===== src/sv/afd_pkg.sv =====
// afd_pkg: widths, codes and helpers shared by the fall detector files
// depends on nothing
package afd_pkg;

  localparam int ADC_BITS  = 10;
  localparam int FRAC_BITS = 4;
  localparam int MAG_W     = 15;
  localparam int THR_W     = 11;
  localparam int WIN_W     = 8;
  localparam int CNT_W     = 8;
  localparam int SQ_W      = 2 * ADC_BITS;
  localparam int SUMSQ_W   = SQ_W + 2;
  localparam int ROOT_W    = 16;
  localparam int RAD_W     = 2 * ROOT_W;
  localparam int REM_W     = ROOT_W + 2;
  localparam int ROOT_CYCLES = ROOT_W / 2;
  localparam int STEP_W    = $clog2(ROOT_CYCLES);
  localparam int CFG_IDX_W = 1;
  localparam int CFG_DATA_W = THR_W;

  localparam logic [THR_W-1:0] THR_RESET  = THR_W'(50);
  localparam logic [WIN_W-1:0] WIN_RESET  = WIN_W'(50);
  localparam logic [MAG_W-1:0] PREV_RESET = MAG_W'(1000 << FRAC_BITS);

  localparam logic [CFG_IDX_W-1:0] CFG_FALL_THRESHOLD = 1'd0;
  localparam logic [CFG_IDX_W-1:0] CFG_WINDOW_LENGTH  = 1'd1;

  localparam logic [1:0] AXIS_X = 2'd0;
  localparam logic [1:0] AXIS_Y = 2'd1;
  localparam logic [1:0] AXIS_Z = 2'd2;

  typedef struct packed {
    logic       load;
    logic       sq_en;
    logic [1:0] sq_sel;
    logic       sq_last;
    logic       root_en;
    logic       fin;
  } afd_cmd_t;

  typedef struct packed {
    logic close;
    logic out_free;
  } afd_status_t;

  typedef struct packed {
    logic [REM_W-1:0]  rem;
    logic [ROOT_W-1:0] root;
  } sqrt_t;

  // one restoring square root digit
  function automatic sqrt_t sqrt_step(sqrt_t s, logic [1:0] pair);
    logic [REM_W-1:0] cur;
    logic [REM_W-1:0] trial;
    sqrt_t r;
    cur   = {s.rem[REM_W-3:0], pair};
    trial = {s.root, 2'b01};
    if (cur >= trial) begin
      r.rem  = cur - trial;
      r.root = {s.root[ROOT_W-2:0], 1'b1};
    end else begin
      r.rem  = cur;
      r.root = {s.root[ROOT_W-2:0], 1'b0};
    end
    return r;
  endfunction

endpackage


===== src/sv/afd_datapath.sv =====
// afd_datapath: squares, square root, window filter, config and result register
// depends on afd_pkg
module afd_datapath import afd_pkg::*; (
  input  logic                  clk_i,
  input  logic                  rst_ni,
  input  afd_cmd_t              cmd_i,
  output afd_status_t           st_o,
  input  logic [ADC_BITS-1:0]   accel_x_i,
  input  logic [ADC_BITS-1:0]   accel_y_i,
  input  logic [ADC_BITS-1:0]   accel_z_i,
  input  logic                  cfg_we_i,
  input  logic [CFG_IDX_W-1:0]  cfg_idx_i,
  input  logic [CFG_DATA_W-1:0] cfg_data_i,
  output logic                  out_valid_o,
  input  logic                  out_ready_i,
  output logic                  fall_detected_o,
  output logic [MAG_W-1:0]      filtered_magnitude_o,
  output logic [MAG_W-1:0]      magnitude_change_o
);

  logic [THR_W-1:0]    thr_q;
  logic [WIN_W-1:0]    win_q;
  logic [ADC_BITS-1:0] x_q, y_q, z_q;
  logic [SUMSQ_W-1:0]  sumsq_q, sumsq_d;
  logic [RAD_W-1:0]    rad_q;
  sqrt_t               sq_q, sq_mid, sq_d;
  logic [MAG_W-1:0]    filt_q, prev_q;
  logic [CNT_W-1:0]    cnt_q;
  logic                out_valid_q;
  logic                fall_q;
  logic [MAG_W-1:0]    filt_out_q, chg_out_q;

  logic [ADC_BITS-1:0] axis;
  logic [SQ_W-1:0]     square;
  logic [MAG_W-1:0]    mag;
  logic [MAG_W:0]      fsum;
  logic [MAG_W-1:0]    filt_new;
  logic [MAG_W-1:0]    diff;
  logic [MAG_W-1:0]    thr_fix;
  logic [WIN_W-1:0]    len;
  logic [CNT_W:0]      cnt_inc;
  logic                close;

  always_comb begin
    unique case (cmd_i.sq_sel)
      AXIS_X:  axis = x_q;
      AXIS_Y:  axis = y_q;
      default: axis = z_q;
    endcase
  end

  assign square  = axis * axis;
  assign sumsq_d = sumsq_q + SUMSQ_W'(square);

  assign sq_mid = sqrt_step(sq_q, rad_q[RAD_W-1 -: 2]);
  assign sq_d   = sqrt_step(sq_mid, rad_q[RAD_W-3 -: 2]);

  assign mag      = sq_q.root[MAG_W-1:0];
  assign fsum     = {1'b0, filt_q} + {1'b0, mag};
  assign filt_new = fsum[MAG_W:1];
  assign diff     = (filt_new >= prev_q) ? (filt_new - prev_q) : (prev_q - filt_new);
  assign thr_fix  = MAG_W'({thr_q, {FRAC_BITS{1'b0}}});
  assign len      = (win_q == '0) ? WIN_W'(1) : win_q;
  assign cnt_inc  = {1'b0, cnt_q} + (CNT_W+1)'(1);
  assign close    = cnt_inc >= (CNT_W+1)'(len);

  assign st_o.close    = close;
  assign st_o.out_free = !out_valid_q || out_ready_i;

  always_ff @(posedge clk_i or negedge rst_ni) begin
    if (!rst_ni) begin
      thr_q       <= THR_RESET;
      win_q       <= WIN_RESET;
      filt_q      <= '0;
      prev_q      <= PREV_RESET;
      cnt_q       <= '0;
      out_valid_q <= 1'b0;
    end else begin
      if (cfg_we_i) begin
        unique case (cfg_idx_i)
          CFG_FALL_THRESHOLD: thr_q <= cfg_data_i[THR_W-1:0];
          default:            win_q <= cfg_data_i[WIN_W-1:0];
        endcase
      end
      if (cmd_i.fin && close) begin
        out_valid_q <= 1'b1;
      end else if (out_ready_i) begin
        out_valid_q <= 1'b0;
      end
      if (cmd_i.fin) begin
        if (close) begin
          prev_q <= filt_new;
          filt_q <= '0;
          cnt_q  <= '0;
        end else begin
          filt_q <= filt_new;
          cnt_q  <= cnt_inc[CNT_W-1:0];
        end
      end
    end
  end

  always_ff @(posedge clk_i) begin
    if (cmd_i.load) begin
      x_q     <= accel_x_i;
      y_q     <= accel_y_i;
      z_q     <= accel_z_i;
      sumsq_q <= '0;
    end
    if (cmd_i.sq_en) begin
      sumsq_q <= sumsq_d;
      if (cmd_i.sq_last) begin
        rad_q <= RAD_W'({sumsq_d, {(2 * FRAC_BITS){1'b0}}});
        sq_q  <= '0;
      end
    end
    if (cmd_i.root_en) begin
      sq_q  <= sq_d;
      rad_q <= {rad_q[RAD_W-5:0], 4'b0000};
    end
    if (cmd_i.fin && close) begin
      fall_q     <= diff > thr_fix;
      filt_out_q <= filt_new;
      chg_out_q  <= diff;
    end
  end

  assign out_valid_o          = out_valid_q;
  assign fall_detected_o      = fall_q;
  assign filtered_magnitude_o = filt_out_q;
  assign magnitude_change_o   = chg_out_q;

endmodule


===== config.mk =====
export PLATFORM = sky130hd
export DESIGN_NAME = afd_datapath
export DESIGN_NICKNAME = d
export VERILOG_FILES = /design/src/sv/afd_pkg.sv /design/src/sv/afd_datapath.sv
export SDC_FILE = /design/constraint.sdc
export NUM_CORES = 1
export LEC_CHECK = 0
export BUFFER_PORTS_ARGS = -buffer_cell sky130_fd_sc_hd__buf_2
export CORE_UTILIZATION = 39
export DETAILED_ROUTE_END_ITERATION = 12
export PLACE_DENSITY = 0.63
export SLEW_MARGIN = 20
export SYNTH_ARGS = -nofsm -noshare
export SYNTH_HDL_FRONTEND = slang
export SYNTH_SLANG_ARGS = --single-unit

===== constraint.sdc =====
create_clock -name clk_i -period 6.8 [get_ports clk_i]
set_input_delay 0.34 -clock clk_i [delete_from_list [all_inputs] [get_ports clk_i]]
set_output_delay 0.34 -clock clk_i [all_outputs]
set_load 0.02 [all_outputs]

== After elaboration in Yosys (flattened, before gate mapping) ==
Cells that the tools add are included.

* Bitwise logic cells: 1
* Equality and inequality tests: 1
* Multiply operators: 1
* Muxes and demuxes: 17
* Reductions and logical operators: 13
* Add/subtract/negate cells: 7
* Div/mod/pow operators: 0
* Order comparisons: 5
* Shift-type cells: 0

{| class="wikitable"
|+ Operators with widths
! operator !! number
|-
| 32-bit 2-to-1 mux || 8
|-
| 22-bit 2-to-1 mux || 2
|-
| 18-bit >= comparator || 2
|-
| 16-bit subtractor || 2
|-
| 15-bit 2-to-1 mux || 2
|-
| 15-bit subtractor || 2
|-
| 22-bit by 20-bit adder with 22-bit output || 1
|-
| 10-bit by 10-bit multiplier with 20-bit output || 1
|-
| 10-bit one-hot mux with 2 select lines || 1
|-
| 15-bit by 15-bit adder with 16-bit output || 1
|-
| 8-bit 2-to-1 mux || 2
|-
| 15-bit >= comparator || 1
|-
| 15-bit greater-than comparator || 1
|-
| 8-bit by 1-bit adder with 9-bit output, second input constant || 1
|-
| 9-bit by 8-bit >= comparator with 1-bit output || 1
|-
| 8-bit zero test || 1
|-
| 2-bit AND reduction || 4
|-
| 2-bit nonzero test || 4
|-
| 2-bit by 1-bit == test with 1-bit output, second input constant || 1
|-
| 2-bit zero test || 1
|-
| 1-bit 2-to-1 mux || 2
|-
| 1-bit logical AND || 1
|-
| 1-bit zero test || 1
|-
| 1-bit logical OR || 1
|-
| 1-bit inverter || 1
|}

* Input port bits: 53
* Memory bits (read-only): 0
* Flip-flop bits (word level): 201
* Latch bits: 0
* Output and inout bits: 34
* Word-level logic and storage cells: 62
* Memory bits (writable): 0
* Memories: 0

== Longest topological paths before layout ==
* Depth after elaboration: 7
* Mapped depth: 34
* Gate-level depth less buffers: 33

== Worst setup path after synthesis ==
No wires, ideal clock.

* Path kind: in2reg
* Start: input port cmd_i[3] (netlist name)
* End: register rad_q[29], data pin
* Path slack: 129 ps
* Stages: 24
* Buffers on the path: 1
* Data arrival time: 6412 ps
* Data required time: 6540 ps
* Library setup time: 260 ps
* Cell sequence: clkbuf_1 mux2i_1 o21ai_0 inv_1 nor2_1 fa_1 fa_1 inv_1 fa_1 inv_1 fa_1 inv_1 fa_1 inv_1 ha_1 a21o_1 a211o_1 o21ai_0 o31ai_1 o41ai_1 o21bai_1 a21oi_1 xnor2_1 mux2_2

* Word-level cells in the longest chain between the ends: 7
* Elaborated cells between the ends (all ways): 8
* Classes of those cells: 1 x add/sub; 1 x mul; 1 x eq/ne; 4 x mux; 1 x reduce/logical

{| class="wikitable"
|+ Ends and longest elaborated chain
! element !! RTL line !! source
|-
| start, declared || afd_datapath.sv:6 || <nowiki>input afd_cmd_t cmd_i,</nowiki>
|-
| 2-bit by 1-bit == test with 1-bit output or 2-bit zero test (tied branches) || afd_datapath.sv:45 || <nowiki>unique case (cmd_i.sq_sel)</nowiki>
|-
| 10-bit one-hot mux with 2 select lines * || afd_datapath.sv:45 ||
|-
| 10-bit by 10-bit multiplier with 20-bit output * || afd_datapath.sv:52 || <nowiki>assign square = axis * axis;</nowiki>
|-
| 22-bit by 20-bit adder with 22-bit output * || afd_datapath.sv:53 || <nowiki>assign sumsq_d = sumsq_q + SUMSQ_W'(square);</nowiki>
|-
| 32-bit 2-to-1 mux * || afd_datapath.sv:112 || <nowiki>if (cmd_i.sq_last) begin</nowiki>
|-
| 32-bit 2-to-1 mux * || afd_datapath.sv:110 || <nowiki>if (cmd_i.sq_en) begin</nowiki>
|-
| 32-bit 2-to-1 mux * || afd_datapath.sv:117 || <nowiki>if (cmd_i.root_en) begin</nowiki>
|-
| end signal, assigned || afd_datapath.sv:113 || <nowiki>rad_q <= RAD_W'({sumsq_d, {(2 * FRAC_BITS){1'b0}}});</nowiki>
|-
| end signal, assigned || afd_datapath.sv:119 || <nowiki>rad_q <= {rad_q[RAD_W-5:0], 4'b0000};</nowiki>
|-
| end, declared || afd_datapath.sv:25 || <nowiki>logic [RAD_W-1:0] rad_q;</nowiki>
|}

Mark *: on every way between the ends. The rest lies on a longest branch, timed or not. The select of a mux whose other input is x is not followed.
A chain may end at the register's enable or synchronous reset.

== Final worst setup path ==
* Start: register y_q[9]
* End: register rad_q[29], data pin

* Word-level cells in the longest chain between the ends: 6

{| class="wikitable"
|+ Ends and longest elaborated chain
! element !! RTL line !! source
|-
| start, declared || afd_datapath.sv:23 || <nowiki>logic [ADC_BITS-1:0] x_q, y_q, z_q;</nowiki>
|-
| start signal, assigned || afd_datapath.sv:106 || <nowiki>y_q <= accel_y_i;</nowiki>
|-
| 10-bit one-hot mux with 2 select lines || afd_datapath.sv:45 ||
|-
| 10-bit by 10-bit multiplier with 20-bit output || afd_datapath.sv:52 ||
|-
| 22-bit by 20-bit adder with 22-bit output || afd_datapath.sv:53 ||
|-
| 32-bit 2-to-1 mux || afd_datapath.sv:112 ||
|-
| 32-bit 2-to-1 mux || afd_datapath.sv:110 ||
|-
| 32-bit 2-to-1 mux || afd_datapath.sv:117 ||
|}

Every way passes these cells. The select of a mux whose other input is x is not followed.

==> results.py <==
metrics = {
    "die": {
        "fp-row-count": 71,
        "core_um2": 38000,
        "initial_utilization_pct": 40.0,
        "pin_count": 87,
        "die-area_um2": 39700,
        "die_h_um": 199,
        "fp.dieW_um": 199,
    },
    "critical_path": {
        "critPathMaxFanout": 6,
        "crit_path_start_kind": "flip-flop",
        "cp-end-kind": "flip-flop",
        "required_ns": 7.00,
        "crit_type": "reg -> reg",
        "crit_arrival_ns": 6.54,
        "rrSetupSlack_ns": 0.46,
    },
    "yosys": {
        "async_flop_share_pct": 29.4,
        "yosysTopAreaCell": "edfxtp_1",
        "synth_edf_count": 139,
        "synth_top_family_by_area": "adder cells",
        "synthSimpleGateAreaFrac_pct": 11.7,
        "synth_area_leaders": "edfxtp_1, ha_1, fa_1",
        "synth_xor_area_share_pct": 4.73,
        "yosys_warnings": 0,
        "muxShareOfSynthArea_pct": 2.98,
        "synthAdderAreaFrac_pct": 22.0,
        "synthCells": 1569,
        "synth_flop_cell": "edfxtp_1",
        "synth-seq-cells": 197,
        "synth_top_area_share_pct": 27.5,
        "synth_compound_area_share_pct": 13.8,
        "ys_types": 78,
        "syn_area_per_cell_um2": 9.68,
        "syn-num-nets": 1847,
        "seq_area_frac_synth_pct": 37.1,
        "syn_area_um2": 15200,
    },
    "global_route": {
        "antenna_found_initial": 0,
        "grt_start_max_net_pins": 59,
        "grt-ovfl-total": 0,
        "grt_pass1_vias": 11000,
        "groute.usage.overall_pct": 17.9,
        "grt_pass1_wl_um": 55800,
    },
    "routing": {
        "drc": 0,
        "final_antenna_net_count": 0,
        "wl_per_cell_um": 15.5,
        "viasPerCell": 5.02,
        "vias": 11000,
        "drtIter0Drc": 584,
        "totalWireLength_um": 34100,
        "first_pass_iters": 5,
    },
    "clock_network": {
        "clock_path_buffers": 2,
        "path_clk_slew_ns": 0.08,
        "cts_tree": "yes",
        "cts.sinks": 197,
        "root_buffer": "clkbuf_16",
        "clock_latency_ns": 0.46,
        "cts_buffers": 17,
        "htree_num_levels": 4,
    },
    "final_layout": {
        "fillers": 3592,
        "multi_input_area_um2": 8470,
        "seq_area_um2": 5640,
        "final_common_cell": "inv_1",
        "instances_no_fill": 2200,
        "antennaDiodeCount": 0,
        "area_growth_pct": 12.4,
        "fin_util_pct": 44.9,
        "drive_above_1_share_pct": 13.8,
        "nNetsFinal": 1954,
        "final_cell_mix": "inv_1, ha_1, nand2_1",
    },
    "timing": {
        "tns_ns": 0,
        "drv_slew": 0,
        "final.setup_skew_ns": 0.0117,
        "setup_viol": 0,
        "rsz0062_at_grt": "false",
        "finalHoldViolCount": 0,
        "tightestPinTransition_ns": 1.13,
        "fmax_ghz": 0.158,
        "period_needed_ns": 6.34,
        "slew_headroom_pct": 24.4,
        "period_share_pct": 93.2,
    },
    "placed_design": {
        "dpl.hpwl_um": 26900,
        "dp.cells": 2165,
        "numPortBuffers": 86,
        "gp_congestion": 0.944,
    },
    "status": {
        "status": "complete, no violations",
    },
    "worst_hold_path": {
        "hold_path.class": "in -> async",
    },
    "run": {
        "cap_violations": 0,
    },
}
-- sequential cells by signal (all words and copies together) (netlist names) --
register and count:
magnitude_change_o 15, x_q 10, sq_q 17, sumsq_q 22, prev_q 15, y_q 10
win_q 8, fall_detected_o 1, filt_q 15, z_q 10, filtered_magnitude_o 15, mag 15
out_valid_o 1, cnt_q 8, rad_q 24, thr_q 11
-- cells in the mapped netlist, types with 12 or more instances --
cell / number
a21oi_1: 79
fa_1: 70
a21o_1: 34
mux2i_1: 25
nor3_1: 15
nor2_1: 116
mux2_2: 18
inv_1: 244
nor2b_1: 18
nand2_1: 146
xor2_1: 33
xnor2_1: 49
nand3_1: 29
o21a_1: 15
nand4_1: 15
o21ai_0: 123
edfxtp_1: 139
nand2b_1: 16
clkbuf_1: 29
dfstp_2: 12
ha_1: 155
dfrtp_1: 46
-- final timing paths --
check / from / end / depth (start not counted)
setup / recovery: y_q[9]$_DFFE_PP_ / rad_q[29]$_DFFE_PP_ / 23
hold / removal: rst_ni / thr_q[2]$_DFFE_PN0P_ / 2
setup reg to reg: y_q[9]$_DFFE_PP_ / rad_q[29]$_DFFE_PP_ / 23
hold reg to reg: prev_q[14]$_DFFE_PN0P_ / prev_q[14]$_DFFE_PN0P_ / 2
max in group asynchronous: rst_ni / out_valid_o$_DFFE_PN0P_ / 2
min in group clk_i: accel_x_i[1] / x_q[1]$_DFFE_PP_ / 1
-- logic make-up after synthesis --
kind of cell / count (synthesis)
flops: 197
simple gates: 391
buf+inv: 294
fa+ha+maj: 225
xor+xnor: 82
compound gates: 337
mux: 43
-- per-layer routing --
metal  global-route usage, %  wire length, um
met2                    29.6            16200
met4                    5.20              524
met5                       0                0
met3                    2.70             1110
met1                    24.1            16300
-- critical path, stage by stage, from the launching register on --
cell and delay, ns:
edfxtp_1 0.35, mux2i_1 0.11, o21a_1 0.20, buf_4 0.16, nor2_1 0.27, fa_1 0.47, fa_1 0.54, inv_1 0.06
fa_1 0.54, inv_1 0.06, fa_1 0.53, inv_1 0.05, fa_1 0.53, inv_1 0.05, ha_1 0.36, a21o_1 0.21
a211o_1 0.27, o21ai_0 0.13, o31ai_1 0.15, o41ai_1 0.39, o21bai_1 0.11, a21oi_1 0.19, xnor2_1 0.11, mux2_2 0.26
-- metrics by stage --
| stage | cell area (um2) | setup WS, ns | hold slack (ns) |
|---|---|---|---|
| after CTS | 17000 | 0.0225 | 0.0391 |
| after global placement | 16400 | 0.0777 | 0.471 |
| after floorplan | 15200 | 0.129 | 0.0444 |
| after global routing | 17100 | 0.0158 | 0.0408 |
| after detailed placement | 16400 | -0.0594 | 0.474 |
| final | 17100 | 0.460 | 0.0585 |
-- area by class of cell --
class                           count  area share [%]
Clock inverter                     12           0.704
Clock buffer                       20            2.68
Inverter                          246            5.41
Timing Repair Buffer              136            4.82
Tap cell                          511            3.75
Multi-Input combinational cell   1078            49.6
Sequential cell                   197            33.0
-- what timing repair did --
item,4_1_cts,5_1_grt
setup endpoints to repair,0,4
hold buffers,0,0
buffers inserted,0,3
gates resized for setup,0,22
Power is not shown: default switching activity piles up to over one toggle a cycle in this logic, so the estimate is an artifact.
