## src/sv/afd_pkg.sv

```systemverilog
// afd_pkg: widths, codes and helpers shared by the fall detector files
// depends on nothing
package afd_pkg;

  localparam int ADC_BITS  = 10;
  localparam int FRAC_BITS = 4;
  localparam int MAG_W     = 15;
  localparam int THR_W     = 11;
  localparam int WIN_W     = 8;
  localparam int CNT_W     = 8;
  localparam int SQ_W      = 2 * ADC_BITS;
  localparam int SUMSQ_W   = SQ_W + 2;
  localparam int ROOT_W    = 16;
  localparam int RAD_W     = 2 * ROOT_W;
  localparam int REM_W     = ROOT_W + 2;
  localparam int ROOT_CYCLES = ROOT_W / 2;
  localparam int STEP_W    = $clog2(ROOT_CYCLES);
  localparam int CFG_IDX_W = 1;
  localparam int CFG_DATA_W = THR_W;

  localparam logic [THR_W-1:0] THR_RESET  = THR_W'(50);
  localparam logic [WIN_W-1:0] WIN_RESET  = WIN_W'(50);
  localparam logic [MAG_W-1:0] PREV_RESET = MAG_W'(1000 << FRAC_BITS);

  localparam logic [CFG_IDX_W-1:0] CFG_FALL_THRESHOLD = 1'd0;
  localparam logic [CFG_IDX_W-1:0] CFG_WINDOW_LENGTH  = 1'd1;

  localparam logic [1:0] AXIS_X = 2'd0;
  localparam logic [1:0] AXIS_Y = 2'd1;
  localparam logic [1:0] AXIS_Z = 2'd2;

  typedef struct packed {
    logic       load;
    logic       sq_en;
    logic [1:0] sq_sel;
    logic       sq_last;
    logic       root_en;
    logic       fin;
  } afd_cmd_t;

  typedef struct packed {
    logic close;
    logic out_free;
  } afd_status_t;

  typedef struct packed {
    logic [REM_W-1:0]  rem;
    logic [ROOT_W-1:0] root;
  } sqrt_t;

  // one restoring square root digit
  function automatic sqrt_t sqrt_step(sqrt_t s, logic [1:0] pair);
    logic [REM_W-1:0] cur;
    logic [REM_W-1:0] trial;
    sqrt_t r;
    cur   = {s.rem[REM_W-3:0], pair};
    trial = {s.root, 2'b01};
    if (cur >= trial) begin
      r.rem  = cur - trial;
      r.root = {s.root[ROOT_W-2:0], 1'b1};
    end else begin
      r.rem  = cur;
      r.root = {s.root[ROOT_W-2:0], 1'b0};
    end
    return r;
  endfunction

endpackage

```

## src/sv/afd_ctrl.sv

```systemverilog
// afd_ctrl: sequencer for load, square, root and finish steps
// depends on afd_pkg
module afd_ctrl import afd_pkg::*; (
  input  logic        clk_i,
  input  logic        rst_ni,
  input  logic        in_valid_i,
  output logic        in_ready_o,
  input  afd_status_t st_i,
  output afd_cmd_t    cmd_o
);

  localparam logic [1:0] S_IDLE = 2'd0;
  localparam logic [1:0] S_SQR  = 2'd1;
  localparam logic [1:0] S_ROOT = 2'd2;
  localparam logic [1:0] S_FIN  = 2'd3;

  logic [1:0]        state_q, state_d;
  logic [STEP_W-1:0] step_q, step_d;

  always_comb begin
    state_d    = state_q;
    step_d     = step_q;
    in_ready_o = 1'b0;
    cmd_o      = '0;
    unique case (state_q)
      S_IDLE: begin
        in_ready_o = 1'b1;
        if (in_valid_i) begin
          cmd_o.load = 1'b1;
          state_d    = S_SQR;
          step_d     = '0;
        end
      end
      S_SQR: begin
        cmd_o.sq_en   = 1'b1;
        cmd_o.sq_sel  = step_q[1:0];
        cmd_o.sq_last = (step_q[1:0] == AXIS_Z);
        if (step_q[1:0] == AXIS_Z) begin
          state_d = S_ROOT;
          step_d  = '0;
        end else begin
          step_d = step_q + STEP_W'(1);
        end
      end
      S_ROOT: begin
        cmd_o.root_en = 1'b1;
        if (step_q == STEP_W'(ROOT_CYCLES - 1)) begin
          state_d = S_FIN;
        end else begin
          step_d = step_q + STEP_W'(1);
        end
      end
      S_FIN: begin
        if (!st_i.close || st_i.out_free) begin
          cmd_o.fin = 1'b1;
          state_d   = S_IDLE;
        end
      end
      default: begin
        state_d = S_IDLE;
      end
    endcase
  end

  always_ff @(posedge clk_i or negedge rst_ni) begin
    if (!rst_ni) begin
      state_q <= S_IDLE;
      step_q  <= '0;
    end else begin
      state_q <= state_d;
      step_q  <= step_d;
    end
  end

endmodule

```

## config.mk

```make
export PLATFORM = sky130hd
export DESIGN_NAME = afd_ctrl
export DESIGN_NICKNAME = d
export VERILOG_FILES = /design/src/sv/afd_pkg.sv /design/src/sv/afd_ctrl.sv
export SDC_FILE = /design/constraint.sdc
export NUM_CORES = 1
export LEC_CHECK = 0
export ABC_AREA = 1
export ABC_CLOCK_PERIOD_IN_PS = 1700
export BUFFER_PORTS_ARGS = -buffer_cell sky130_fd_sc_hd__buf_4
export CORE_MARGIN = 2
export CORE_UTILIZATION = 29
export CTS_CLUSTER_DIAMETER = 40
export CTS_CLUSTER_SIZE = 30
export DETAILED_ROUTE_END_ITERATION = 8
export GPL_TIMING_DRIVEN = 0
export SETUP_SLACK_MARGIN = 0.05
export SLEW_MARGIN = 5
export SYNTH_ARGS = -nofsm -noshare
export SYNTH_HDL_FRONTEND = slang
export SYNTH_SLANG_ARGS = --single-unit
```

## constraint.sdc

```tcl
create_clock -name clk_i -period 1.7 [get_ports clk_i]
set_clock_uncertainty 0.05 [all_clocks]
set_input_delay 0.17 -clock clk_i [delete_from_list [all_inputs] [get_ports clk_i]]
set_output_delay 0.17 -clock clk_i [all_outputs]
set_load 0.03 [all_outputs]
```

==> Word level (Yosys, flattened, before mapping) <==
Index checks and enable logic that the tools add are counted.
{ "word_totals": {"register_bits": 5, "output_inout_bits": 8, "wordCells": 35} }
{ "op_classes": {"add_sub_neg": 1, "n_eq_ne": 10, "n_mux": 16, "n_reduce_logical": 6} }
{ "op_table": {"columns": ["op", "count"], "rows": [
  ["$ne A2 B2 Y1 const B", 5],
  ["$mux W3", 3],
  ["$pmux W3 S3", 1],
  ["$mux W2", 4],
  ["$pmux W2 S4", 1],
  ["$eq A2 B2 Y1 const B", 3],
  ["$mux W1", 6],
  ["$mux W4", 1],
  ["$reduce_and A4 Y1", 1],
  ["$add A3 B1 Y3 const B", 1],
  ["$eq A3 B3 Y1 const B", 1],
  ["$reduce_and A3 Y1", 1],
  ["$reduce_bool A3 Y1", 1],
  ["$eq A2 B1 Y1 const B", 1],
  ["$logic_not A2 Y1", 1],
  ["$logic_not A1 Y1", 1],
  ["$logic_or A1 B1 Y1", 1]
]} }

==> Longest topological paths before layout <==
Gate-level depths: netlist (run 1).
{ "logic_depth": {"ltp_word": 4, "mapped_depth": 8, "mapped_depth_nobuf": 8} }

==> Worst setup path after synthesis (run 1) <==
No wires, ideal clock.
{ "synth_timing": {"kind": "register -> output", "start": "reg state_q[1]", "end": "out cmd_o[2] in the netlist's numbering", "arrival_time_ns": 1.214, "t_required_ns": 1.480, "path_slack_ns": 0.266, "stages_incl_launch_ff": 5, "path_buffers": 0, "cell_sequence": "dfrtp_1 inv_1 ha_1 nand2_1 inv_1"} }
{ "synth_rtl": {"columns": ["element", "line", "source"], "rows": [
  ["start, declared", "afd_ctrl.sv:17", "logic [1:0] state_q, state_d;"],
  ["start signal, assigned", "afd_ctrl.sv:70", "state_q <= state_d;"],
  ["end, declared", "afd_ctrl.sv:9", "output afd_cmd_t cmd_o"]
]} }

==> results of run 1 <==
## power by group
part	total [mW]	leakage (nW)	switching [mW]	internal, mW
clock	0.131	0.0150	0.0428	0.0883
combinational	0.706	0.307	0.441	0.264
sequential	0.201	0.0656	0.0393	0.161
total	1.04	0.387	0.523	0.514
## state kept, by name, indices dropped and copies added (netlist names)
| signal | cells |
|---|---|
| step_q | 3 |
| state_q | 2 |
## per-layer routing
metal | track usage | vias to the layer above | share of wire | routed length (um)
met3 | 0.0286 | 0 | 0.035 | 29
li1 | - | 232 | - | -
met4 | 0.0909 | 0 | 0 | 0
met1 | 0.122 | 171 | 0.44 | 364
met5 | 0 | - | 0 | 0
met2 | 0.145 | 5 | 0.52 | 426
## placed cells by master (no fill, tap or decap)
master and count:
a21oi_1 1, clkbuf_4 3, o21ai_1 4, nand2_2 3, ha_2 1, or2_2 1, dfrtp_1 5, o21bai_1 2
nand3_2 1, nand2_1 23, nand3_1 1, clkbuf_1 1, nor2_2 1, buf_4 12, inv_1 15, dlygate4sd3_1 1
ha_1 9
## per-stage QoR
| stage | worst slack, ps | instance area, sq um | power (mW) | instances | hold slack (ps) |
|---|---|---|---|---|---|
| floorplan | 266 | 479 | 0.726 | 67 | -176 |
| global placement | 316 | 589 | 0.907 | 95 | -79.4 |
| detailed placement | 302 | 589 | 0.908 | 95 | -78.7 |
| CTS | 104 | 626 | 1.05 | 100 | 203 |
| global route | 66.9 | 628 | 1.16 | 100 | 220 |
| finish | 208 | 628 | 1.04 | 100 | 219 |
## layout make-up
class                      instances  share of cell area
clock buffer                       4              0.0418
inverter                          15              0.0896
multi-input combinational         47               0.478
sequential                         5               0.199
tap                               16              0.0319
timing repair buffer              13               0.159
## worst min-delay path by stage
stage	startpoint	cells after the start	slack, ps	to
global placement	rst_ni	1	-80	state_q[0]
global route	rst_ni	2	220	state_q[0]
floorplan	rst_ni	0	-180	state_q[0]
finish	rst_ni	2	220	state_q[0]
detailed placement	rst_ni	1	-80	state_q[0]
CTS	rst_ni	2	200	state_q[0]
## synth_stat cells
master	count	share of area
o21bai_1	2	0.031
nand2_2	3	0.039
nand3_1	1	0.010
or2_2	1	0.013
nor2_2	1	0.013
a21oi_1	1	0.010
ha_1	10	0.26
nand2_1	23	0.18
dfrtp_1	5	0.26
nand3_2	1	0.021
o21ai_1	4	0.042
inv_1	15	0.12
## timing repair
action                                 CTS  global route
setup endpoints to repair                0             3
hold buffers                             1             0
resized for setup                        0             1
endpoints found under the hold margin    5             0
## cells by family (layout without fill, tap and decap cells)
| family | count (synthesis) | in the layout | synth area share |
|---|---|---|---|
| compound gates | 7 | 7 | 0.0835 |
| flops | 5 | 5 | 0.261 |
| simple gates | 30 | 30 | 0.277 |
| buf+inv | 15 | 32 | 0.117 |
| fa+ha+maj | 10 | 10 | 0.261 |
==> flow_metrics.py, run 1 <==
metrics = {
    "pwr": {
        "power.density_mw_per_mm2": 1650,
        "max-vdd-ir-drop_mv": 0.573,
        "leakage_nw": 0.387,
    },
    "critical_path": {
        "cp_max_fo": 7,
        "worst-r2r-setup-slack_ps": 300,
        "criticalPathCategory": "reg2out",
        "crit_start": "state_q[1]",
        "endpoint": "cmd_o[3]",
        "critPathLaunchType": "flip-flop",
        "crit_chain": "inv_1 -> ha_2 -> nand2_1 -> inv_1 -> buf_4",
        "critPathCaptureType": "output port",
        "slowest_stage": "dfrtp_1",
        "reg2regPathDepth": 6,
        "cp_top_family": "flip-flops",
        "cp.arrival_ps": 1270,
        "r2r_end": "step_q[0]",
        "crit_buf_inv": 3,
        "critical_path.max_stage_delay_ps": 390,
        "cp_data_required_time_ps": 1480,
        "crit_path_frequent_cell": "inv_1",
        "crit-reg2reg-launch": "step_q[0]",
        "worstSetupPathDepth": 5,
    },
    "yosys": {
        "ys_seq_elements": 5,
        "synth_nets": 82,
        "synth_seq_area_share": 0.261,
        "netlist_instances": 67,
        "yosys_warnings": 0,
        "syn_avg_cell_area_sq_um": 7.15,
        "synth_cell_type_count": 12,
        "syn_area_sq_um": 479,
    },
    "floorplanning": {
        "die_area_sq_mm": 0.00199,
        "start_util": 0.314,
        "ios": 13,
        "die_h_um": 44.7,
        "coreArea_sq_mm": 0.00152,
        "die_x_um": 44.7,
        "rows": 14,
    },
    "routing": {
        "dr.pass1.iters": 2,
        "ant_nets": 0,
        "wire_per_inst_um": 8.19,
        "drc": 0,
        "avgViaCountPerCell": 4.08,
        "drtIter0Drc": 1,
        "routed_wl_um": 819,
        "num_vias": 408,
    },
    "run": {
        "drv_cap": 0,
    },
    "placed_design": {
        "port_buffers": 12,
        "hpwl_um": 687,
        "gp_congestion": 0.799,
    },
    "timing": {
        "grt_setup_unrepaired": "no",
        "fin_crit_ps": 1490,
        "worst_slew_pin_slew_ps": 198,
        "finalCritPeriodShare": 0.878,
        "max_freq_ghz": 0.670,
        "final-setup-viol-count": 0,
        "setup_tns_ps": 0,
        "hold_violations": 0,
        "maxSlewViolCount": 0,
        "max_slew_margin": 0.868,
    },
    "clocking": {
        "clock_path_buffers": 2,
        "cts_buffers": 3,
        "cts_root_buf": "clkbuf_4",
        "clock-sinks": 5,
        "insertion_delay_ps": 240,
        "htreeDepth": 1,
        "cts_tree": "done",
        "postCtsSetupRepairBufs": 0,
        "clk_pin_slew_ps": 40,
    },
    "run_status": {
        "status": "finished, final reports clean",
    },
    "global_routing": {
        "gr-total-overflow": 0,
        "grt_usage": 0.102,
        "grt_max_degree": 8,
        "antenna_found_initial": 0,
        "grt_pass1_vias": 344,
        "grt_first_pass_wirelength_um": 1390,
    },
    "finish": {
        "num-nets-final": 100,
        "register_area_sq_um": 125,
        "fill_cells": 172,
        "final_util": 0.412,
        "drive_above_1_share": 0.262,
        "area_delta_synth_final_pct": 31.1,
        "multiInputGateArea_sq_um": 300,
        "diodes": 0,
    },
    "min_path": {
        "worstHoldPathType": "in2async",
    },
}
Note: power is estimated with default switching activity, not from simulation.
==> inputs of run 2 (changes only) <==
--- a/config.mk
+++ b/config.mk
@@ -10,12 +10,13 @@
 export BUFFER_PORTS_ARGS = -buffer_cell sky130_fd_sc_hd__buf_4
 export CORE_MARGIN = 2
 export CORE_UTILIZATION = 29
+export CTS_BUF_LIST = sky130_fd_sc_hd__clkbuf_2 sky130_fd_sc_hd__clkbuf_4 sky130_fd_sc_hd__clkbuf_8
 export CTS_CLUSTER_DIAMETER = 40
 export CTS_CLUSTER_SIZE = 30
 export DETAILED_ROUTE_END_ITERATION = 8
 export GPL_TIMING_DRIVEN = 0
 export SETUP_SLACK_MARGIN = 0.05
-export SLEW_MARGIN = 5
+export SLEW_MARGIN = 20
 export SYNTH_ARGS = -nofsm -noshare
 export SYNTH_HDL_FRONTEND = slang
 export SYNTH_SLANG_ARGS = --single-unit
==> run 2 against run 1 <==
Against the previous run:
- clock-buffer cell count unchanged
- hold slack lost 0.75 ps
- critical path depth is the same
- utilization rose by 0.25 points
- global-route usage is the same
- cell count stayed put
- via count fell by 0.25%
- combinational power barely moved
==> flow_metrics.py, run 2 (synthesis gave the netlist of run 1 again) <==
metrics = {
    "run_status": {
        "status": "finished, final reports clean",
    },
    "finish": {
        "area_delta_synth_final_pct": 31.9,
        "num-nets-final": 100,
        "fill_cells": 172,
        "final_common_cell": "nand2_1",
        "drive_above_1_share": 0.274,
        "mostFrequentLayoutCells": "23 x nand2_1, 15 x inv_1, 12 x buf_4",
        "largest_reg_flops": 3,
        "regMostFlops": "step_q",
        "largestRegisters": "step_q (3), state_q (2)",
        "diodes": 0,
    },
    "routing": {
        "wl_met3_um": 29,
        "wire_per_inst_um": 8.22,
        "dr.max_layer_used": "met3",
        "num_vias": 407,
        "routed_wl_um": 822,
        "drc": 0,
        "ant_nets": 0,
        "drtIter0Drc": 1,
        "dr.pass1.iters": 2,
        "wl_met2_um": 427,
        "avgViaCountPerCell": 4.07,
        "drt-met1-wl_um": 365,
    },
    "floorplanning": {
        "start_util": 0.314,
        "rows": 14,
        "die_h_um": 44.7,
        "die_x_um": 44.7,
        "coreArea_sq_mm": 0.00152,
        "ios": 13,
        "die_area_sq_mm": 0.00199,
    },
    "critical_path": {
        "cp_max_fo": 7,
        "crit-reg2reg-launch": "step_q[0]",
        "worst-r2r-setup-slack_ps": 300,
        "slowest_stage": "dfrtp_1",
        "r2r_end": "step_q[0]",
        "cp_data_required_time_ps": 1480,
        "critPathLaunchType": "flip-flop",
        "cp.arrival_ps": 1270,
        "critical_path.max_stage_delay_ps": 390,
        "crit_path_frequent_cell": "inv_1",
        "critPathCaptureType": "output port",
        "reg2regPathDepth": 6,
        "criticalPathCategory": "reg2out",
        "crit_chain": "inv_1 -> ha_2 -> nand2_1 -> inv_1 -> buf_4",
    },
    "clocking": {
        "insertion_delay_ps": 240,
        "clk_pin_slew_ps": 40,
        "postCtsSetupRepairBufs": 0,
        "cts_root_buf": "clkbuf_4",
        "clock-sinks": 5,
        "htreeDepth": 1,
        "cts_tree": "done",
        "cts_buffers": 3,
        "clock_path_buffers": 2,
    },
    "placed_design": {
        "hpwl_um": 687,
        "port_buffers": 12,
        "gp_congestion": 0.799,
    },
    "timing": {
        "max_slew_margin": 0.868,
        "setup_tns_ps": 0,
        "grt_setup_unrepaired": "no",
        "maxSlewViolCount": 0,
        "finalCritPeriodShare": 0.879,
        "max_freq_ghz": 0.670,
        "fin_crit_ps": 1490,
        "final-setup-viol-count": 0,
        "worst_slew_pin_slew_ps": 198,
        "hold_violations": 0,
    },
    "global_routing": {
        "gr-total-overflow": 0,
        "grt_first_pass_wirelength_um": 1390,
        "antenna_found_initial": 0,
        "grt_max_degree": 8,
        "grt_usage": 0.102,
        "grt_pass1_vias": 344,
    },
    "pwr": {
        "max-vdd-ir-drop_mv": 0.639,
        "power.total_mw": 1.05,
        "power.density_mw_per_mm2": 1670,
        "leakage_nw": 0.391,
    },
    "min_path": {
        "worstHoldPathType": "in2async",
    },
    "run": {
        "drv_cap": 0,
    },
}
## run 2: changes by cell type in the layout (fill, tap and decap cells not counted)
| cell | before | now |
|---|---|---|
| clkbuf_4 | 3 | 4 |
| clkbuf_1 | 1 | 0 |
## run 2: final cells by class
| type | instances | area [sq um] | share of cell area |
|---|---|---|---|
| Inverter | 15 | 56.3 | 0.0891 |
| Tap cell | 16 | 20.0 | 0.0317 |
| Multi-Input combinational cell | 47 | 300 | 0.475 |
| Sequential cell | 5 | 125 | 0.198 |
| Clock buffer | 4 | 30.0 | 0.0475 |
| Timing Repair Buffer | 13 | 100 | 0.158 |
## run 2: routing by layer
| metal | global-route usage | vias to the layer above |
|---|---|---|
| met5 | 0 | - |
| li1 | - | 232 |
| met3 | 0.0286 | 0 |
| met1 | 0.122 | 170 |
| met2 | 0.145 | 5 |
| met4 | 0.0909 | 0 |
## run 2: worst max-delay path, delay by kind of cell, from the launching register on
family / cells / cell delay (ps)
adders and majority gates: 1 / 270
and+or+nand+nor: 1 / 60
buffers and inverters: 3 / 310
DFF: 1 / 390
## run 2: how the worst max path moves through the flow
stage | startpoint | to | slack (ps) | cells past startpoint
6_report | state_q[1] | cmd_o[3] | 210 | 5
5_1_grt | state_q[1] | cmd_o[3] | 70 | 5
4_1_cts | state_q[1] | cmd_o[3] | 100 | 5
3_5_place_dp | step_q[0] | step_q[0] | 300 | 6
3_3_place_gp | step_q[0] | state_q[0] | 320 | 8
2_1_floorplan | state_q[1] | cmd_o[2] | 270 | 4
## run 2: power by group
part,internal (mW),switching [mW]
Combinational,0.264,0.441
Clock,0.104,0.0436
Sequential,0.161,0.0393
## run 2: repair_timing
action,4_1_cts,5_1_grt
hold endpoints to repair,5,0
hold buffers,1,0
endpoints found under the setup margin,0,3
resized for setup,0,1
## run 2: per-stage QoR
| stage | util | cell area (sq um) | hold slack, ps | setup slack [ps] | cells |
|---|---|---|---|---|---|
| floorplan | - | 479 | -176 | 266 | 67 |
| global placement | 0.387 | 589 | -79.4 | 316 | 95 |
| detailed placement | 0.387 | 589 | -78.7 | 302 | 95 |
| CTS | 0.413 | 629 | 200 | 102 | 100 |
| global route | 0.415 | 632 | 220 | 67.2 | 100 |
| finish | 0.415 | 632 | 218 | 206 | 100 |
==> inputs of run 3 (changes only) <==
--- a/config.mk
+++ b/config.mk
@@ -5,8 +5,8 @@
 export SDC_FILE = /design/constraint.sdc
 export NUM_CORES = 1
 export LEC_CHECK = 0
-export ABC_AREA = 1
-export ABC_CLOCK_PERIOD_IN_PS = 1700
+export ABC_AREA = 0
+export ABC_CLOCK_PERIOD_IN_PS = 1300
 export BUFFER_PORTS_ARGS = -buffer_cell sky130_fd_sc_hd__buf_4
 export CORE_MARGIN = 2
 export CORE_UTILIZATION = 29
==> constraint.sdc (replaced) <==
create_clock -name clk_i -period 1.3 [get_ports clk_i]
set_clock_uncertainty 0.05 [all_clocks]
set_input_delay 0.13 -clock clk_i [delete_from_list [all_inputs] [get_ports clk_i]]
set_output_delay 0.13 -clock clk_i [all_outputs]
set_load 0.03 [all_outputs]
==> run 3 against run 2 <==
Against the previous run:
- clock-buffer cell count did not move
- utilization grew 13 points
- synthesized area down 2.1%
- sequential power up 58%
- critical path type is now reg2reg
- flip-flop and latch count did not move
- hold slack worse by 50 ps
- combinational power increased by 120%
- power rose by 96%
- the flow now finishes with violations (negative setup slack)
- design area increased by 30%
- clock power rose by 40%
- die area down 1.9%
- setup slack worse by 350 ps
==> flow_metrics.py, run 3 <==
metrics = {
    "global_routing": {
        "grt_usage": 0.115,
        "gr-total-overflow": 0,
        "grt_pass1_vias": 385,
        "grt_use_met2": 0.194,
        "grt_first_pass_wirelength_um": 1620,
        "grtUsageMet1": 0.132,
        "grt_max_degree": 8,
        "antenna_found_initial": 0,
        "met3_usage": 0.0490,
        "busiest_layer": "met2",
    },
    "critical_path": {
        "critPathLaunchType": "flip-flop",
        "cp_data_required_time_ps": 1380,
        "critPathCaptureType": "flip-flop",
        "cp_max_fo": 3,
        "reg2regPathDepth": 4,
        "cp.arrival_ps": 1530,
        "criticalPathCategory": "reg2reg",
    },
    "finish": {
        "area_delta_synth_final_pct": 75.2,
        "diodes": 0,
        "fill_cells": 130,
        "final_util": 0.546,
        "mostFrequentLayoutCells": "13 x buf_4, 9 x buf_6",
        "largest_reg_flops": 3,
        "largestRegisters": "step_q (3), state_q (2)",
        "num-nets-final": 88,
        "regMostFlops": "step_q",
        "final_common_cell": "buf_4",
        "drive_above_1_share": 0.736,
    },
    "yosys": {
        "synth_top_flop_cell": "dfrtp_1",
        "syn_area_sq_um": 469,
        "netlist_instances": 45,
        "synth_cell_type_count": 18,
        "synth_seq_area_share": 0.267,
        "synth.most_common_cell": "ha_1",
        "syn_avg_cell_area_sq_um": 10.4,
        "async_flop_share": 1.00,
        "ys_top_cells_by_area": "dfrtp_1 27%, ha_1 27%, and2_1 6.7%",
        "ys_seq_elements": 5,
        "synth-edff-count": 0,
        "synth_common_cells": "10 x ha_1, 5 x and2_1, 5 x dfrtp_1, 5 x inv_1",
        "yosys.area.top_type": "dfrtp_1",
        "netlist.area_leader.share": 0.267,
        "synth_nets": 60,
        "yosys_warnings": 0,
    },
    "timing": {
        "grt_setup_unrepaired": "yes",
        "finalCritPeriodShare": 1.11,
        "max_freq_ghz": 0.691,
        "maxSlewViolCount": 0,
        "max_slew_margin": 0.872,
        "fin_ws_ps": -147,
        "fin_crit_ps": 1450,
        "setup_tns_ps": -1210,
        "final-setup-viol-count": 12,
        "worst_slew_pin_slew_ps": 192,
        "hold_violations": 0,
    },
    "clocking": {
        "clock-sinks": 5,
        "clock_path_buffers": 2,
        "insertion_delay_ps": 250,
        "cts_buffers": 3,
        "clk_pin_slew_ps": 50,
        "cts_root_buf": "clkbuf_4",
        "cts_tree": "done",
        "htreeDepth": 1,
    },
    "placed_design": {
        "gp_congestion": 0.701,
        "hpwl_um": 705,
        "port_buffers": 12,
    },
    "floorplanning": {
        "ios": 13,
        "die_area_sq_mm": 0.00196,
        "start_util": 0.311,
        "rows": 14,
        "die_x_um": 44.2,
        "coreArea_sq_mm": 0.00151,
        "die_h_um": 44.2,
    },
    "run_status": {
        "status": "finished with violations",
        "failed_checks": "negative setup slack",
    },
    "pwr": {
        "leakage_nw": 0.384,
        "power.density_mw_per_mm2": 2510,
        "max-vdd-ir-drop_mv": 1.04,
    },
    "min_path": {
        "worstHoldPathType": "in2async",
    },
    "routing": {
        "ant_nets": 0,
        "wire_per_inst_um": 11.1,
        "routed_wl_um": 981,
        "num_vias": 395,
        "dr.pass1.iters": 2,
        "avgViaCountPerCell": 4.49,
        "drtIter0Drc": 1,
        "drc": 0,
    },
    "run": {
        "drv_cap": 0,
    },
}
[run 3: cell count changes after synthesis, moves of 2 or more]
cell,before,now
and2_1,0,5
o21bai_1,2,0
nand2_2,3,0
nand2_1,23,3
mux2i_1,0,3
o21ai_1,4,0
inv_1,15,5
mux2_4,0,2
[run 3: critical path, stage by stage, from the launching register on]
cell and delay (ps):
dfrtp_1 400, ha_2 210, ha_4 170, o2111ai_4 200, mux2_4 310
[run 3: report_power, final]
group	internal (mW)	switching [mW]	leakage (nW)
combinational	0.851	0.690	0.304
sequential	0.226	0.0925	0.0610
clock	0.137	0.0694	0.0184
[run 3: path summary, 6_finish.rpt]
kind                            from  slack [ps]    endpoint
max in group asynchronous     rst_ni         900  state_q[0]
hold / removal                rst_ni         170  state_q[1]
hold reg to reg            step_q[2]         530   step_q[2]
setup / recovery           step_q[1]        -150  state_q[1]
setup reg to reg           step_q[1]        -150  state_q[1]
min in group clk_i           st_i[1]         340  state_q[1]
[run 3: cell families (layout without fill, tap and decap cells)]
family / after synthesis / after routing / share of synthesized area
buf+inv: 6 / 33 / 0.0480
mux: 5 / 5 / 0.128
simple gates: 13 / 13 / 0.165
flops: 5 / 5 / 0.267
compound gates: 6 / 6 / 0.125
fa+ha+maj: 10 / 10 / 0.267
[run 3: final cells by class]
cell class | instances | area (sq um) | share of cell area
multi-input cells | 34 | 404 | 0.492
repair buffers | 23 | 209 | 0.254
flip-flops and latches | 5 | 129 | 0.157
clock buffers | 4 | 30.0 | 0.0365
inverters | 6 | 30.0 | 0.0365
well taps | 16 | 20.0 | 0.0244
[run 3: timing repair]
item	4_1_cts	5_1_grt
hold buffers	1	0
setup buffers	8	2
gates cloned	0	0
setup endpoints to repair	13	13
hold endpoints to repair	5	0
resized for setup	17	5
pin swaps	2	2
[run 3: stage by stage]
step	setup slack [ps]	instances	instance area, sq um	power (mW)	hold slack [ps]
after floorplan	-210	45	532	1.20	-216
after global placement	-252	73	642	1.44	-113
after detailed placement	-244	73	642	1.45	-113
after CTS	-164	86	791	1.99	161
after global routing	-209	88	822	2.24	164
final	-147	88	822	2.07	168
[run 3: routing by layer]
layer | vias to the layer above | share of wire
met1 | 182 | 0.41
li1 | 204 | -
met4 | 0 | 0
met5 | - | 0
met3 | 0 | 0.043
met2 | 9 | 0.55
